==> src/sv/reflectance_array_line_position_unit_defines.svh <==
// Assertion helpers shared by the RTL.
`ifndef REFLECTANCE_ARRAY_LINE_POSITION_UNIT_DEFINES_SVH
`define REFLECTANCE_ARRAY_LINE_POSITION_UNIT_DEFINES_SVH

// Same-cycle implication, checked out of reset.
`define RLP_ASSERT_NOW(label, clk, rst_n, ante, cons, msg) \
  label: assert property (@(posedge clk) disable iff (!rst_n) (ante) |-> (cons)) \
    else $error(msg);

// Next-cycle implication, checked out of reset.
`define RLP_ASSERT_NEXT(label, clk, rst_n, ante, cons, msg) \
  label: assert property (@(posedge clk) disable iff (!rst_n) (ante) |=> (cons)) \
    else $error(msg);

`endif

==> src/sv/rlp_pkg.sv <==
package rlp_pkg;

  localparam int PIN_W    = 8;
  localparam int THR_W    = 8;
  localparam int COUNT_W  = 8;
  localparam int MAP_W    = 8;
  localparam int OFFSET_W = 4;
  localparam int CFG_IDX_W = 2;

  localparam logic [COUNT_W-1:0] COUNT_MAX = 8'hFF;

  localparam logic [THR_W-1:0] THR_LOW_RST  = 8'd96;
  localparam logic [THR_W-1:0] THR_HIGH_RST = 8'd104;

  localparam int OFFSET_MAX = 7;
  localparam int OFFSET_MIN = -8;

  // register indexes
  localparam logic [CFG_IDX_W-1:0] REG_THRESHOLD_LOW  = 2'd0;
  localparam logic [CFG_IDX_W-1:0] REG_THRESHOLD_HIGH = 2'd1;

  typedef enum logic [1:0] {
    CLS_UNKNOWN = 2'd0,
    CLS_WHITE   = 2'd1,
    CLS_BLACK   = 2'd2
  } cls_t;

  typedef enum logic [2:0] {
    ST_IDLE,
    ST_CLASSIFY,
    ST_MERGE,
    ST_DIVIDE,
    ST_FINISH
  } state_t;

  typedef struct packed {
    logic tick;      // count this beat
    logic first;     // clear count before adding
    logic classify;  // latch new class
  } lane_ctl_t;

endpackage

==> src/sv/rlp_lane.sv <==
module rlp_lane (
  input  logic                          clk,
  input  logic                          rst_n,
  input  rlp_pkg::lane_ctl_t            ctl,
  input  logic                          pin,
  input  logic [rlp_pkg::THR_W-1:0]     thr_low,
  input  logic [rlp_pkg::THR_W-1:0]     thr_high,
  input  rlp_pkg::cls_t                 left_class,
  output rlp_pkg::cls_t                 new_class,
  output rlp_pkg::cls_t                 class_q
);

  logic [rlp_pkg::COUNT_W-1:0] count_r, count_nxt, count_base;
  rlp_pkg::cls_t               class_r, class_nxt;

  always_comb begin
    count_base = ctl.first ? '0 : count_r;
    count_nxt  = count_r;
    if (ctl.tick) begin
      count_nxt = count_base;
      if (pin && (count_base != rlp_pkg::COUNT_MAX)) begin
        count_nxt = count_base + rlp_pkg::COUNT_W'(1);
      end
    end
  end

  // hysteresis; inside the band an unknown sensor copies its left neighbor
  always_comb begin
    priority if (count_r < thr_low) begin
      new_class = rlp_pkg::CLS_WHITE;
    end else if (count_r > thr_high) begin
      new_class = rlp_pkg::CLS_BLACK;
    end else if ((class_r == rlp_pkg::CLS_WHITE) || (class_r == rlp_pkg::CLS_BLACK)) begin
      new_class = class_r;
    end else begin
      new_class = left_class;
    end
  end

  assign class_nxt = ctl.classify ? new_class : class_r;
  assign class_q   = class_r;

  always_ff @(posedge clk) begin
    if (!rst_n) begin
      count_r <= '0;
      class_r <= rlp_pkg::CLS_UNKNOWN;
    end else begin
      count_r <= count_nxt;
      class_r <= class_nxt;
    end
  end

endmodule

==> src/sv/rlp_div.sv <==
module rlp_div #(
  parameter int DVD_W = 6,
  parameter int DVS_W = 4
) (
  input  logic             clk,
  input  logic             rst_n,
  input  logic             start,
  input  logic [DVD_W-1:0] dividend,
  input  logic [DVS_W-1:0] divisor,
  output logic             busy,
  output logic [DVD_W-1:0] quotient
);

  localparam int STEP_W = $clog2(DVD_W + 1);

  logic [STEP_W-1:0] step_r, step_nxt;
  logic [DVD_W-1:0]  quo_r, quo_nxt;
  logic [DVS_W:0]    rem_r, rem_nxt;
  logic [DVS_W-1:0]  dvs_r, dvs_nxt;
  logic [DVS_W:0]    trial;
  logic              fits;
  logic [DVD_W:0]    quo_shift;

  // restoring division, one quotient bit per cycle
  always_comb begin
    trial     = {rem_r[DVS_W-1:0], quo_r[DVD_W-1]};
    fits      = (trial >= {1'b0, dvs_r});
    quo_shift = {quo_r, fits};
    step_nxt  = step_r;
    quo_nxt   = quo_r;
    rem_nxt   = rem_r;
    dvs_nxt   = dvs_r;
    if (start) begin
      step_nxt = STEP_W'(DVD_W);
      quo_nxt  = dividend;
      rem_nxt  = '0;
      dvs_nxt  = divisor;
    end else if (step_r != '0) begin
      step_nxt = step_r - STEP_W'(1);
      quo_nxt  = quo_shift[DVD_W-1:0];
      rem_nxt  = fits ? (trial - {1'b0, dvs_r}) : trial;
    end
  end

  always_ff @(posedge clk) begin
    if (!rst_n) begin
      step_r <= '0;
    end else begin
      step_r <= step_nxt;
    end
  end

  always_ff @(posedge clk) begin
    quo_r <= quo_nxt;
    rem_r <= rem_nxt;
    dvs_r <= dvs_nxt;
  end

  assign busy     = (step_r != '0);
  assign quotient = quo_r;

endmodule

==> src/sv/reflectance_array_line_position_unit.sv <==
// Line position from an RC reflectance sensor array.
// Input channel (in_valid/in_ready): one beat per sampling tick, carrying the
// pin levels, a first flag that clears the high counts and a last flag that
// closes the window. Each sensor lane counts its high ticks, saturating at 255.
// Config channel (cfg_valid/cfg_ready, always ready): index 0 threshold_low,
// index 1 threshold_high; other indexes are dropped.
// Output channel (out_valid/out_ready): one beat per last tick with the line
// offset, found/all-black/all-white flags and the black map.
// Ticks are accepted in the idle state. A last tick holds in_ready low through
// the classify, merge, divide and finish states; the divide state waits for the
// restoring dividers that average each half, which divide SUM_W-bit weight sums,
// SUM_W being the bit width of the larger half's weight sum (4 at 8 sensors).
// The finish state loads the result into the output register.
// A stalled receiver holds the output register; ticks keep flowing, and only
// the finish step of the next window waits for the register to free up.
// Reset (rst_n low, synchronous) clears counts, marks every sensor unknown,
// loads the thresholds with 96 and 104 and empties the output register.
`include "reflectance_array_line_position_unit_defines.svh"

module reflectance_array_line_position_unit #(
  parameter int SENSOR_COUNT = 8
) (
  input  logic                              clk,
  input  logic                              rst_n,
  input  logic                              in_valid,
  output logic                              in_ready,
  input  logic [rlp_pkg::PIN_W-1:0]         in_pin_levels,
  input  logic                              in_first,
  input  logic                              in_last,
  input  logic                              cfg_valid,
  output logic                              cfg_ready,
  input  logic [rlp_pkg::CFG_IDX_W-1:0]     cfg_index,
  input  logic [rlp_pkg::THR_W-1:0]         cfg_data,
  output logic                              out_valid,
  input  logic                              out_ready,
  output logic signed [rlp_pkg::OFFSET_W-1:0] out_line_offset,
  output logic                              out_line_found,
  output logic                              out_all_black,
  output logic                              out_all_white,
  output logic [rlp_pkg::MAP_W-1:0]         out_black_map
);

  localparam int HALF     = SENSOR_COUNT / 2;
  localparam int RN       = SENSOR_COUNT - HALF;
  localparam int LSUM_MAX = HALF * (HALF + 1) / 2;
  localparam int RSUM_MAX = RN * (RN + 1) / 2;
  localparam int SUM_MAX  = (LSUM_MAX > RSUM_MAX) ? LSUM_MAX : RSUM_MAX;
  localparam int SUM_W    = $clog2(SUM_MAX + 1);
  localparam int CNT_W    = $clog2(RN + 1);
  localparam int AVG_W    = CNT_W;
  localparam int DIFF_W   = AVG_W + 4;

  localparam logic signed [DIFF_W-1:0] DIFF_HI = DIFF_W'(rlp_pkg::OFFSET_MAX);
  localparam logic signed [DIFF_W-1:0] DIFF_LO = DIFF_W'(rlp_pkg::OFFSET_MIN);

  rlp_pkg::state_t state_r, state_nxt;

  logic [rlp_pkg::THR_W-1:0] thr_low_r, thr_high_r;

  logic in_acc, out_free;
  rlp_pkg::lane_ctl_t lane_ctl;

  rlp_pkg::cls_t cls_new [SENSOR_COUNT];
  rlp_pkg::cls_t cls_q   [SENSOR_COUNT];

  // merge
  logic [SUM_W-1:0] lsum, rsum;
  logic [CNT_W-1:0] lcnt, rcnt;
  logic             any_white, any_black;
  logic [rlp_pkg::MAP_W-1:0] map;
  logic [CNT_W-1:0] lcnt_r, rcnt_r;
  logic             any_white_r, any_black_r;
  logic [rlp_pkg::MAP_W-1:0] map_r;

  logic             div_start, ldiv_busy, rdiv_busy;
  logic [SUM_W-1:0] lquo, rquo;
  logic [AVG_W-1:0] lavg, ravg;
  logic signed [DIFF_W-1:0] diff, diff_sat;
  logic             found;

  logic             out_valid_r, out_valid_nxt, out_load;
  logic signed [rlp_pkg::OFFSET_W-1:0] offset_r;
  logic             found_r, all_black_r, all_white_r;
  logic [rlp_pkg::MAP_W-1:0] black_map_r;

  // ---------------- configuration ----------------
  assign cfg_ready = 1'b1;

  always_ff @(posedge clk) begin
    if (!rst_n) begin
      thr_low_r  <= rlp_pkg::THR_LOW_RST;
      thr_high_r <= rlp_pkg::THR_HIGH_RST;
    end else if (cfg_valid) begin
      if (cfg_index == rlp_pkg::REG_THRESHOLD_LOW) begin
        thr_low_r <= cfg_data;
      end
      if (cfg_index == rlp_pkg::REG_THRESHOLD_HIGH) begin
        thr_high_r <= cfg_data;
      end
    end
  end

  // ---------------- sequencer ----------------
  assign in_acc   = in_valid && in_ready;
  assign out_free = !out_valid_r || out_ready;

  always_comb begin
    state_nxt = state_r;
    unique case (state_r)
      rlp_pkg::ST_IDLE: begin
        if (in_acc && in_last) begin
          state_nxt = rlp_pkg::ST_CLASSIFY;
        end
      end
      rlp_pkg::ST_CLASSIFY: state_nxt = rlp_pkg::ST_MERGE;
      rlp_pkg::ST_MERGE:    state_nxt = rlp_pkg::ST_DIVIDE;
      rlp_pkg::ST_DIVIDE: begin
        if (!ldiv_busy && !rdiv_busy) begin
          state_nxt = rlp_pkg::ST_FINISH;
        end
      end
      rlp_pkg::ST_FINISH: begin
        if (out_free) begin
          state_nxt = rlp_pkg::ST_IDLE;
        end
      end
      default: state_nxt = rlp_pkg::ST_IDLE;
    endcase
  end

  always_comb begin
    in_ready          = 1'b0;
    lane_ctl.tick     = 1'b0;
    lane_ctl.first    = in_first;
    lane_ctl.classify = 1'b0;
    div_start         = 1'b0;
    out_load          = 1'b0;
    unique case (state_r)
      rlp_pkg::ST_IDLE: begin
        in_ready      = 1'b1;
        lane_ctl.tick = in_acc;
      end
      rlp_pkg::ST_CLASSIFY: lane_ctl.classify = 1'b1;
      rlp_pkg::ST_MERGE:    div_start = 1'b1;
      rlp_pkg::ST_DIVIDE:   ;
      rlp_pkg::ST_FINISH:   out_load = out_free;
      default:              ;
    endcase
  end

  always_ff @(posedge clk) begin
    if (!rst_n) begin
      state_r <= rlp_pkg::ST_IDLE;
    end else begin
      state_r <= state_nxt;
    end
  end

  // ---------------- sensor lanes ----------------
  for (genvar g = 0; g < SENSOR_COUNT; g++) begin : g_lane
    logic          pin;
    rlp_pkg::cls_t left_cls;

    if (g < rlp_pkg::PIN_W) begin : g_pin
      assign pin = in_pin_levels[g];
    end else begin : g_nopin
      assign pin = 1'b0;
    end

    if (g == 0) begin : g_edge
      assign left_cls = rlp_pkg::CLS_WHITE;
    end else begin : g_chain
      assign left_cls = cls_new[g-1];
    end

    rlp_lane u_lane (
      .clk        (clk),
      .rst_n      (rst_n),
      .ctl        (lane_ctl),
      .pin        (pin),
      .thr_low    (thr_low_r),
      .thr_high   (thr_high_r),
      .left_class (left_cls),
      .new_class  (cls_new[g]),
      .class_q    (cls_q[g])
    );
  end

  // ---------------- merge ----------------
  always_comb begin
    lsum      = '0;
    rsum      = '0;
    lcnt      = '0;
    rcnt      = '0;
    any_white = 1'b0;
    any_black = 1'b0;
    for (int i = 0; i < SENSOR_COUNT; i++) begin
      if (cls_q[i] == rlp_pkg::CLS_BLACK) begin
        any_black = 1'b1;
        if (i < HALF) begin
          lsum = lsum + SUM_W'(HALF - i);
          lcnt = lcnt + CNT_W'(1);
        end else begin
          rsum = rsum + SUM_W'(i - HALF + 1);
          rcnt = rcnt + CNT_W'(1);
        end
      end else if (cls_q[i] == rlp_pkg::CLS_WHITE) begin
        any_white = 1'b1;
      end
    end
  end

  for (genvar m = 0; m < rlp_pkg::MAP_W; m++) begin : g_map
    if (m < SENSOR_COUNT) begin : g_on
      assign map[m] = (cls_q[m] == rlp_pkg::CLS_BLACK);
    end else begin : g_off
      assign map[m] = 1'b0;
    end
  end

  always_ff @(posedge clk) begin
    if (div_start) begin
      lcnt_r      <= lcnt;
      rcnt_r      <= rcnt;
      any_white_r <= any_white;
      any_black_r <= any_black;
      map_r       <= map;
    end
  end

  rlp_div #(.DVD_W(SUM_W), .DVS_W(CNT_W)) u_ldiv (
    .clk      (clk),
    .rst_n    (rst_n),
    .start    (div_start),
    .dividend (lsum),
    .divisor  (lcnt),
    .busy     (ldiv_busy),
    .quotient (lquo)
  );

  rlp_div #(.DVD_W(SUM_W), .DVS_W(CNT_W)) u_rdiv (
    .clk      (clk),
    .rst_n    (rst_n),
    .start    (div_start),
    .dividend (rsum),
    .divisor  (rcnt),
    .busy     (rdiv_busy),
    .quotient (rquo)
  );

  // empty half averages to zero
  assign lavg = (lcnt_r == '0) ? '0 : lquo[AVG_W-1:0];
  assign ravg = (rcnt_r == '0) ? '0 : rquo[AVG_W-1:0];

  always_comb begin
    diff = $signed({{(DIFF_W-AVG_W){1'b0}}, lavg}) - $signed({{(DIFF_W-AVG_W){1'b0}}, ravg});
    priority if (diff > DIFF_HI) begin
      diff_sat = DIFF_HI;
    end else if (diff < DIFF_LO) begin
      diff_sat = DIFF_LO;
    end else begin
      diff_sat = diff;
    end
  end

  assign found = !(((lcnt_r == CNT_W'(HALF)) && (rcnt_r == CNT_W'(RN)))
                   || ((lcnt_r == '0) && (rcnt_r == '0)));

  // ---------------- output register ----------------
  always_comb begin
    out_valid_nxt = out_valid_r;
    if (out_valid_r && out_ready) begin
      out_valid_nxt = 1'b0;
    end
    if (out_load) begin
      out_valid_nxt = 1'b1;
    end
  end

  always_ff @(posedge clk) begin
    if (!rst_n) begin
      out_valid_r <= 1'b0;
    end else begin
      out_valid_r <= out_valid_nxt;
    end
  end

  always_ff @(posedge clk) begin
    if (out_load) begin
      offset_r    <= found ? diff_sat[rlp_pkg::OFFSET_W-1:0] : '0;
      found_r     <= found;
      all_black_r <= !any_white_r;
      all_white_r <= !any_black_r;
      black_map_r <= map_r;
    end
  end

  assign out_valid       = out_valid_r;
  assign out_line_offset = offset_r;
  assign out_line_found  = found_r;
  assign out_all_black   = all_black_r;
  assign out_all_white   = all_white_r;
  assign out_black_map   = black_map_r;

  // ---------------- checks ----------------
  `RLP_ASSERT_NEXT(a_last_starts_classify, clk, rst_n, in_acc && in_last,
    state_r == rlp_pkg::ST_CLASSIFY, "last beat did not start classification")
  `RLP_ASSERT_NEXT(a_finish_loads_output, clk, rst_n,
    (state_r == rlp_pkg::ST_FINISH) && out_free,
    out_valid_r && (state_r == rlp_pkg::ST_IDLE), "finished result not loaded")
  `RLP_ASSERT_NOW(a_div_idle, clk, rst_n, state_r == rlp_pkg::ST_IDLE,
    !ldiv_busy && !rdiv_busy, "divider busy while idle")
  `RLP_ASSERT_NOW(a_flags_vs_found, clk, rst_n, out_valid_r && (out_all_black || out_all_white),
    !out_line_found, "line found with a uniform array")
  `RLP_ASSERT_NOW(a_lost_offset_zero, clk, rst_n, out_valid_r && !out_line_found,
    out_line_offset == '0, "nonzero offset without a line")

endmodule

==> config.mk <==
export PLATFORM = sky130hd
export DESIGN_NAME = reflectance_array_line_position_unit
export DESIGN_NICKNAME = d
export VERILOG_FILES = /design/src/sv/rlp_pkg.sv /design/src/sv/rlp_lane.sv /design/src/sv/rlp_div.sv /design/src/sv/reflectance_array_line_position_unit.sv
export VERILOG_INCLUDE_DIRS = /design/src /design/src/sv
export SDC_FILE = /design/constraint.sdc
export NUM_CORES = 1
export LEC_CHECK = 0
export ABC_AREA = 1
export CAP_MARGIN = 20
export CORE_MARGIN = 2
export CORE_UTILIZATION = 38
export CTS_BUF_LIST = sky130_fd_sc_hd__clkbuf_4 sky130_fd_sc_hd__clkbuf_8 sky130_fd_sc_hd__clkbuf_16
export DETAILED_ROUTE_END_ITERATION = 6
export DONT_BUFFER_PORTS = 1
export SLEW_MARGIN = 30
export SYNTH_ARGS = -nofsm -noshare
export SYNTH_HDL_FRONTEND = slang
export SYNTH_SLANG_ARGS = --single-unit
export TNS_END_PERCENT = 1
==> constraint.sdc <==
create_clock -name clk -period 3.1 [get_ports clk]
set_input_delay 0.62 -clock clk [delete_from_list [all_inputs] [get_ports clk]]
set_output_delay 0.62 -clock clk [all_outputs]
set_load 0.01 [all_outputs]
==> results by group, run 1 <==
Status
  • Status: completed

Placed design
  • DP Wirelength: 20090 um
  • I/O Buffers: 0
  • Dpl cells: 1707
  • RD Place Congestion: 0.8588

Logic synthesis
  • Post-synth ARST share: 0%
  • Post-synthesis cell type count: 46
  • #FFs+latches synth: 151
  • Post-synth top flop: dfxtp_1
  • Synth Net Count: 1570
  • Syn Std Cell Area: 10440 sq um
  • EDFF count, synth: 39
  • Avg Inst Size Synth: 7.587 sq um
  • Seq/Total Area, Yosys: 32.69%
  • Syn Inst Count: 1376
  • Syn. warnings: 0

STA
  • Final max-slew violation count: 0
  • Slew @ Worst Pin: 0.7590 ns
  • Total Neg Setup Slack: 0 ns
  • Max Freq: 381.0 MHz
  • Hold Violations, Final: 0
  • Final clock skew: 0.01235 ns
  • Final setup fails: 0
  • Unrepaired setup endpoints after global routing: no
  • Crit path time final: 2.625 ns
  • Crit share post-route: 84.66%
  • Slew HR: 49.10%

Cells and area
  • Fillers: 2687
  • Nets: 1579
  • Finished Layout Cells: 1739
  • Antenna Cells: 0
  • Fraction of layout cells with a size suffix above 1: 5.508%
  • Seq. cell area: 3413 sq um
  • Multi-input logic area: 6088 sq um
  • Area Overhead vs Synth: 10.18%

Setup path
  • Critical Path RT: 3.42 ns
  • CP arrival: 2.95 ns
  • Worst r2r src: thr_high_r[6]
  • FF-to-FF End: g_lane[6].u_lane.class_q[0]
  • CP startpoint: thr_high_r[6]
  • Crit end category: flop
  • CP startpoint kind: flop
  • Worst Reg-to-Reg Cells: 23
  • Crit path kind: flop to flop
  • Critical path peak fanout: 9
  • Worst setup endpoint: g_lane[6].u_lane.class_q[0]
  • FF-to-FF setup slack: 0.48 ns

Min path
  • Hold crit path type: primary input to flop

Clock tree
  • H-tree depth: 4
  • CTS-repair resized insts: 0
  • Worst-path clk slew: 0.07 ns
  • Later-pin clock latency in the skew report: 0.43 ns
  • CTS Hold Buffers Added: 0
  • Root Buffer: clkbuf_16
  • Clock sinks: 151
  • Setup Buffers After CTS: 0
  • CTS Buf Count: 17
  • Clock buffer depth: 2
  • CTS tree: yes

GRT
  • First-pass GRT wire length: 43680 um
  • Number of global-route vias before repair: 8519
  • Initial antenna violation count: 0
  • Gr usage total: 19.08%
  • Largest net degree at the start of global routing: 64
  • Overflow after GRT: 0

Routing
  • Total Wirelength: 26530 um
  • # DRC: 0
  • Avg WL per Cell: 15.25 um
  • Via Count: 8973
  • 1st-iter DRT viols: 510
  • Post-DR vias/cell: 5.160
  • Post-DRT Antenna Nets: 0
  • Drt pass-1 iters: 5

Power and ir drop
  • Static Leak: 5.060 nW
  • Share of power burned in registers: 39.6%
  • Cell Pwr Density: 559.7 nW/um^2
  • Clock network power share: 32.2%
  • Switching Share: 35.05%
  • Peak VDD IR: 0.3658 mV
  • Internal power: 4.182 mW
  • P_sw: 2.257 mW
  • Comb power frac: 28.2%

Floorplanning
  • Die ar.: 28820 sq um
  • Die X: 169.8 um
  • Die height: 169.8 um
  • # IOs: 43
  • FP Rows: 60
  • Core ar.: 26950 sq um
  • Initial Utilization: 38.74%

Job
  • Maxcap violations: 0
## power groups by stage
| stage | clock network, mW | registers [mW] | logic (mW) |
|---|---|---|---|
| floorplan | 0 | 2.52 | 1.42 |
| global placement | 0 | 2.59 | 1.77 |
| detailed placement | 0 | 2.59 | 1.82 |
| CTS | 2.11 | 2.55 | 1.84 |
| global route | 2.20 | 2.59 | 2.14 |
| finish | 2.07 | 2.55 | 1.82 |
## synthesized netlist by cell type, drive strengths merged, types with 2 or more instances
library cell	n	area share, %
a211oi	9	0.65
clkinv	2	0.072
nand2	234	8.5
nand3	47	2.3
clkbuf	26	0.93
nor4	6	0.36
nand4	34	2.0
or2	2	0.12
xor2	10	0.84
nor2	135	5.0
o22ai	8	0.48
a21oi	124	6.0
a21boi	6	0.43
dfxtp	112	21
a21o	6	0.43
nor3b	6	0.43
nor3	33	1.6
nand3b	2	0.14
fa	3	0.58
a221oi	2	0.17
buf	8	0.43
inv	213	7.7
ha	166	20
a31oi	6	0.36
o21a	9	0.65
o21ai	85	4.2
o211ai	36	2.6
edfxtp	39	11
## per-stage QoR
stage               power [mW]  hold slack [ns]  cell area (sq um)  setup slack (ns)  util (%)
detailed placement       4.416           0.4062              10930            0.4920     40.55
global route             6.922           0.2921              11500            0.1185     42.68
floorplan                3.944           0.4003              10440            0.3289         -
global placement         4.361           0.4014              10930            0.5612     40.55
finish                   6.438           0.3059              11500            0.4755     42.68
CTS                      6.496           0.2894              11500            0.4916     42.68
## routing by layer
layer | routed length [um] | GRT usage [%] | vias up
met5 | 0 | 0 | -
met4 | 224 | 3.865 | 0
met3 | 886 | 2.822 | 20
met2 | 12750 | 33.10 | 168
met1 | 12670 | 25.23 | 4102
li1 | - | - | 4683
## registers in the layout (all words and copies together) (netlist names), 4 cells and up
| register | flops |
|---|---|
| map_r | 8 |
| out_black_map | 8 |
| u_rdiv.quotient | 4 |
| thr_low_r | 8 |
| u_ldiv.quotient | 4 |
| g_lane.u_lane.count_r | 64 |
| g_lane.u_lane.class_q | 16 |
| out_line_offset | 4 |
| thr_high_r | 8 |
## area by class of cell
class	count	share of cell area (%)
Multi-Input combinational cell	976	52.93
Clock buffer	18	3.764
Timing Repair Buffer	24	1.675
Sequential cell	151	29.67
Tap cell	341	3.709
Clock inverter	14	1.229
Inverter	215	7.016
## kinds of logic (layout without fill, tap and decap cells)
group | count (synthesis) | after routing | share of synthesized area (%)
and+or+nand+nor | 499 | 499 | 20.46
AOI/OAI and AO/OA | 296 | 296 | 16.32
buffers and inverters | 249 | 271 | 9.096
adders and majority gates | 169 | 169 | 20.47
DFF | 151 | 151 | 32.69
xor gates and xnor gates | 11 | 11 | 0.9228
other | 1 | 1 | 0.03592
## worst min path at each step
stage,end,slack [ns],start,cells after the start
after global routing,thr_low_r[6],0.29,rst_n,1
after global placement,out_black_map[5],0.40,map_r[5],0
after detailed placement,out_black_map[5],0.41,map_r[5],0
final,g_lane[5].u_lane.count_r[0],0.31,rst_n,2
after CTS,thr_low_r[6],0.29,rst_n,1
after floorplan,out_black_map[0],0.40,map_r[0],0
## layout by cell type (no fill, tap or decap), types with 5 or more instances in the layout
cell and n:
nor2_2 8, a21o_1 6, nor3_1 33, nand2_1 231
o21ai_0 80, a21oi_1 123, a21boi_0 5, clkbuf_16 17
nor2_1 127, inv_1 210, a211oi_1 9, xor2_1 10
nor4_1 5, o21a_1 9, inv_6 5, buf_4 23
a31oi_1 6, dfxtp_1 112, nor3b_1 6, edfxtp_1 39
o211ai_1 36, nand3_1 46, o22ai_1 8, ha_1 166
nand4_1 34
## critical path, stage by stage, from the launching register on
cell     delay (ns)
dfxtp_1        0.31
inv_1          0.18
ha_1           0.35
nand2_1        0.08
nor2_2         0.13
nand2_1        0.06
nand2_1        0.05
nand2_1        0.05
nand2_1        0.09
nand3_2        0.08
nand2_1        0.09
nand3_1        0.08
nand2_1        0.08
nand3_1        0.06
nand2_1        0.08
nand2_1        0.07
o21ai_2        0.14
nand3_1        0.08
nand2_1        0.08
nand3_1        0.06
nand2_1        0.08
nand2_1        0.06
o21ai_1        0.13
inv_1          0.05
Note: power is estimated with default switching activity, not from simulation.
==> run 2, diff against run 1 <==
clock period = 2.2 ns   (was 3.1 ns; I/O delays follow)
==> run 2 against run 1 <==
The flow now finishes with violations (negative setup slack). Fmax grew 1.8%. First-iteration DRC count shrank 8.6%. Worst hold slack lost 0.17 ns. Non-clock buffer count grew 110. Count of clock-buffer cells in the layout grew 3. Clock power grew 43%. Routed wire length grew 7.5%. Critical path depth shrank 5. Core utilization grew 4.1 points. Total power grew 47%. Combinational power grew 63%. Highest routed layer unchanged.
==> results by group, run 2 (synthesis gave the netlist of run 1 again) <==
Status
  • Status: finished, violations left
  • Failing checks: negative setup slack

Floorplanning
  • Die X: 169.8 um (unchanged)
  • Initial Utilization: 38.74% (unchanged)
  • Die ar.: 28820 sq um (unchanged)
  • Core ar.: 26950 sq um (unchanged)
  • # IOs: 43 (unchanged)
  • FP Rows: 60 (unchanged)
  • Die height: 169.8 um (unchanged)

Min path
  • Hold Crit Depth: 2 (unchanged)
  • Hold path endpoint: thr_high_r[5]
  • HP Start: cfg_data[5]
  • Hold crit path type: primary input to flop

Cells and area
  • Antenna Cells: 0 (unchanged)
  • Most frequent cells in the layout: nand2_1, inv_1, ha_1, buf_4, a21oi_1
  • Area Overhead vs Synth: 20.70%
  • Seq. cell area: 3423 sq um (+0.29%)
  • Nets: 1689 (+7.0%)
  • Multi-input logic area: 6295 sq um (+3.4%)
  • Commonest non-fill, non-tap cell in the layout: nand2_1
  • Most flop-heavy register: g_lane.u_lane.count_r
  • Number of flip-flops in the largest register: 64 (unchanged)
  • Design area: 12600 sq um (+9.6%)
  • Fraction of layout cells with a size suffix above 1: 16.05% (+11 points)
  • Final core occ: 46.75% (+4.1 points)
  • Finished Layout Cells: 1849 (+6.3%)
  • Fillers: 2647 (-1.5%)

Clock tree
  • Clock buffer depth: 2 (unchanged)
  • Later-pin clock latency in the skew report: 0.44 ns (about the same)
  • CTS Buf Count: 17 (unchanged)
  • CTS Hold Buffers Added: 0 (unchanged)
  • Clock sinks: 151 (unchanged)
  • CTS tree: yes
  • Worst-path clk slew: 0.07 ns (about the same)
  • H-tree depth: 4 (unchanged)
  • Root Buffer: clkbuf_16

Setup path
  • FF-to-FF setup slack: -0.38 ns (-0.85 ns)
  • Crit end category: flop
  • FF-to-FF End: g_lane[6].u_lane.class_q[0]
  • Worst Reg-to-Reg Cells: 18 (-22%)
  • Max stage delay cell, worst path: dfxtp_2
  • Cell mode on critical path: nand2_1
  • Critical Path RT: 2.53 ns (-0.89 ns)
  • Delay-heaviest family, CP: compound AO/OA/AOI/OAI gates
  • CP startpoint: thr_low_r[1]
  • Worst r2r src: thr_low_r[1]
  • Crit-path cells: clkinvlp_4, buf_4, ha_1, a21boi_1, o211ai_1, nand2_1, a21o_1, a21oi_1, o21ai_2, nand2_2, o21ai_2, nand3_1, nand2_1, nand3_1, nand2_1, nand2_1, o21ai_1, inv_1
  • Crit path kind: flop to flop
  • CP arrival: 2.90 ns (-0.05 ns)
  • Buf/Inv on CP: 3 (+1)
  • Critical path peak fanout: 5 (-4)
  • CP peak stage delay: 0.34 ns (about the same)
  • CP startpoint kind: flop

STA
  • Hold slack: 0.1363 ns (-0.1696 ns)
  • Final max-slew violation count: 0 (unchanged)
  • Crit path time final: 2.578 ns (-0.04693 ns)
  • Final setup fails: 9 (+9)
  • Min setup slack post-route: -0.3776 ns (-0.8531 ns)
  • Hold Violations, Final: 0 (unchanged)
  • Crit share post-route: 117.2% (+33 points)
  • Unrepaired setup endpoints after global routing: yes
  • Final clock skew: 0.01034 ns (-0.002013 ns)
  • Max Freq: 388.0 MHz (+1.8%)
  • Total Neg Setup Slack: -1.855 ns (-1.855 ns)

Routing
  • Drt pass-1 iters: 5 (unchanged)
  • Total Wirelength: 28530 um (+7.5%)
  • Avg WL per Cell: 15.43 um (+1.1%)
  • # DRC: 0 (unchanged)
  • Via Count: 9522 (+6.1%)
  • Post-DR vias/cell: 5.150 (-0.19%)
  • 1st-iter DRT viols: 466 (-8.6%)
  • Post-DRT Antenna Nets: 0 (unchanged)

Placed design
  • RD Place Congestion: 0.8894 (+3.6%)
  • I/O Buffers: 0 (unchanged)
  • Dpl cells: 1811 (+6.1%)
  • DP Wirelength: 21260 um (+5.8%)
  • Placement Cell Area: 11780 sq um (+7.8%)

Power and ir drop
  • Comb power frac: 31.3% (+3.1 points)
  • Share of power burned in registers: 37.5% (-2.1 points)
  • Internal power: 6.220 mW (+49%)
  • Clock network power share: 31.2% (-1.0 points)
  • Peak VDD IR: 0.5029 mV (+37%)
  • P_sw: 3.238 mW (+43%)
  • Static Leak: 5.648 nW (+12%)
  • Switching Share: 34.23% (-0.82 points)
  • Cell Pwr Density: 750.6 nW/um^2 (+34%)

GRT
  • Overflow after GRT: 0 (unchanged)
  • Number of global-route vias before repair: 8956 (+5.1%)
  • First-pass GRT wire length: 45650 um (+4.5%)
  • Largest net degree at the start of global routing: 64 (unchanged)
  • Gr usage total: 20.22% (+1.1 points)
  • Initial antenna violation count: 0 (unchanged)

Job
  • Maxcap violations: 0 (unchanged)
==> run 2: cell type report <==
cell class / count / share of cell area, %
Clock inverter: 11 / 0.8738
Tap cell: 341 / 3.386
Inverter: 215 / 6.474
Sequential cell: 151 / 27.17
Multi-Input combinational cell: 976 / 49.96
Clock buffer: 21 / 3.763
Timing Repair Buffer: 134 / 8.380
==> run 2: what timing repair did <==
| item | 4_1_cts | 5_1_grt |
|---|---|---|
| pin swaps | 0 | 10 |
| endpoints found under the setup margin | 10 | 42 |
| resized for setup | 5 | 53 |
| buffers inserted | 0 | 6 |
==> run 2: routing by layer <==
layer	vias to the layer above	GRT usage, %	part of all wire [%]	routed length [um]
li1	4896	-	-	-
met1	4381	25.75	46	13190
met2	202	35.23	47	13520
met3	43	2.612	3.8	1081
met4	0	6.949	2.6	737
met5	-	0	0	0
==> run 2: per-stage QoR <==
| step | power (mW) | setup slack (ns) |
|---|---|---|
| 2_1_floorplan | 5.564 | -0.1789 |
| 3_3_place_gp | 6.385 | -0.3017 |
| 3_5_place_dp | 6.470 | -0.3462 |
| 4_1_cts | 9.436 | -0.3818 |
| 5_1_grt | 10.10 | -0.6062 |
| 6_report | 9.458 | -0.3776 |
==> run 2: how the worst max path moves through the flow <==
stage / slack (ns) / cells after the start / endpoint
2_1_floorplan: -0.18 / 16 / g_lane[5].u_lane.count_r[7]
3_3_place_gp: -0.30 / 23 / g_lane[6].u_lane.class_q[0]
3_5_place_dp: -0.35 / 23 / g_lane[6].u_lane.class_q[0]
4_1_cts: -0.38 / 23 / g_lane[6].u_lane.class_q[0]
5_1_grt: -0.61 / 23 / g_lane[6].u_lane.class_q[0]
6_report: -0.38 / 18 / g_lane[6].u_lane.class_q[0]
==> run 2: power groups by stage <==
stage          combinational (mW)  sequential, mW  clock, mW
4_1_cts                      2.89            3.54       3.01
2_1_floorplan                2.01            3.56          0
3_3_place_gp                 2.80            3.59          0
6_report                     2.96            3.55       2.95
5_1_grt                      3.40            3.59       3.11
3_5_place_dp                 2.87            3.60          0
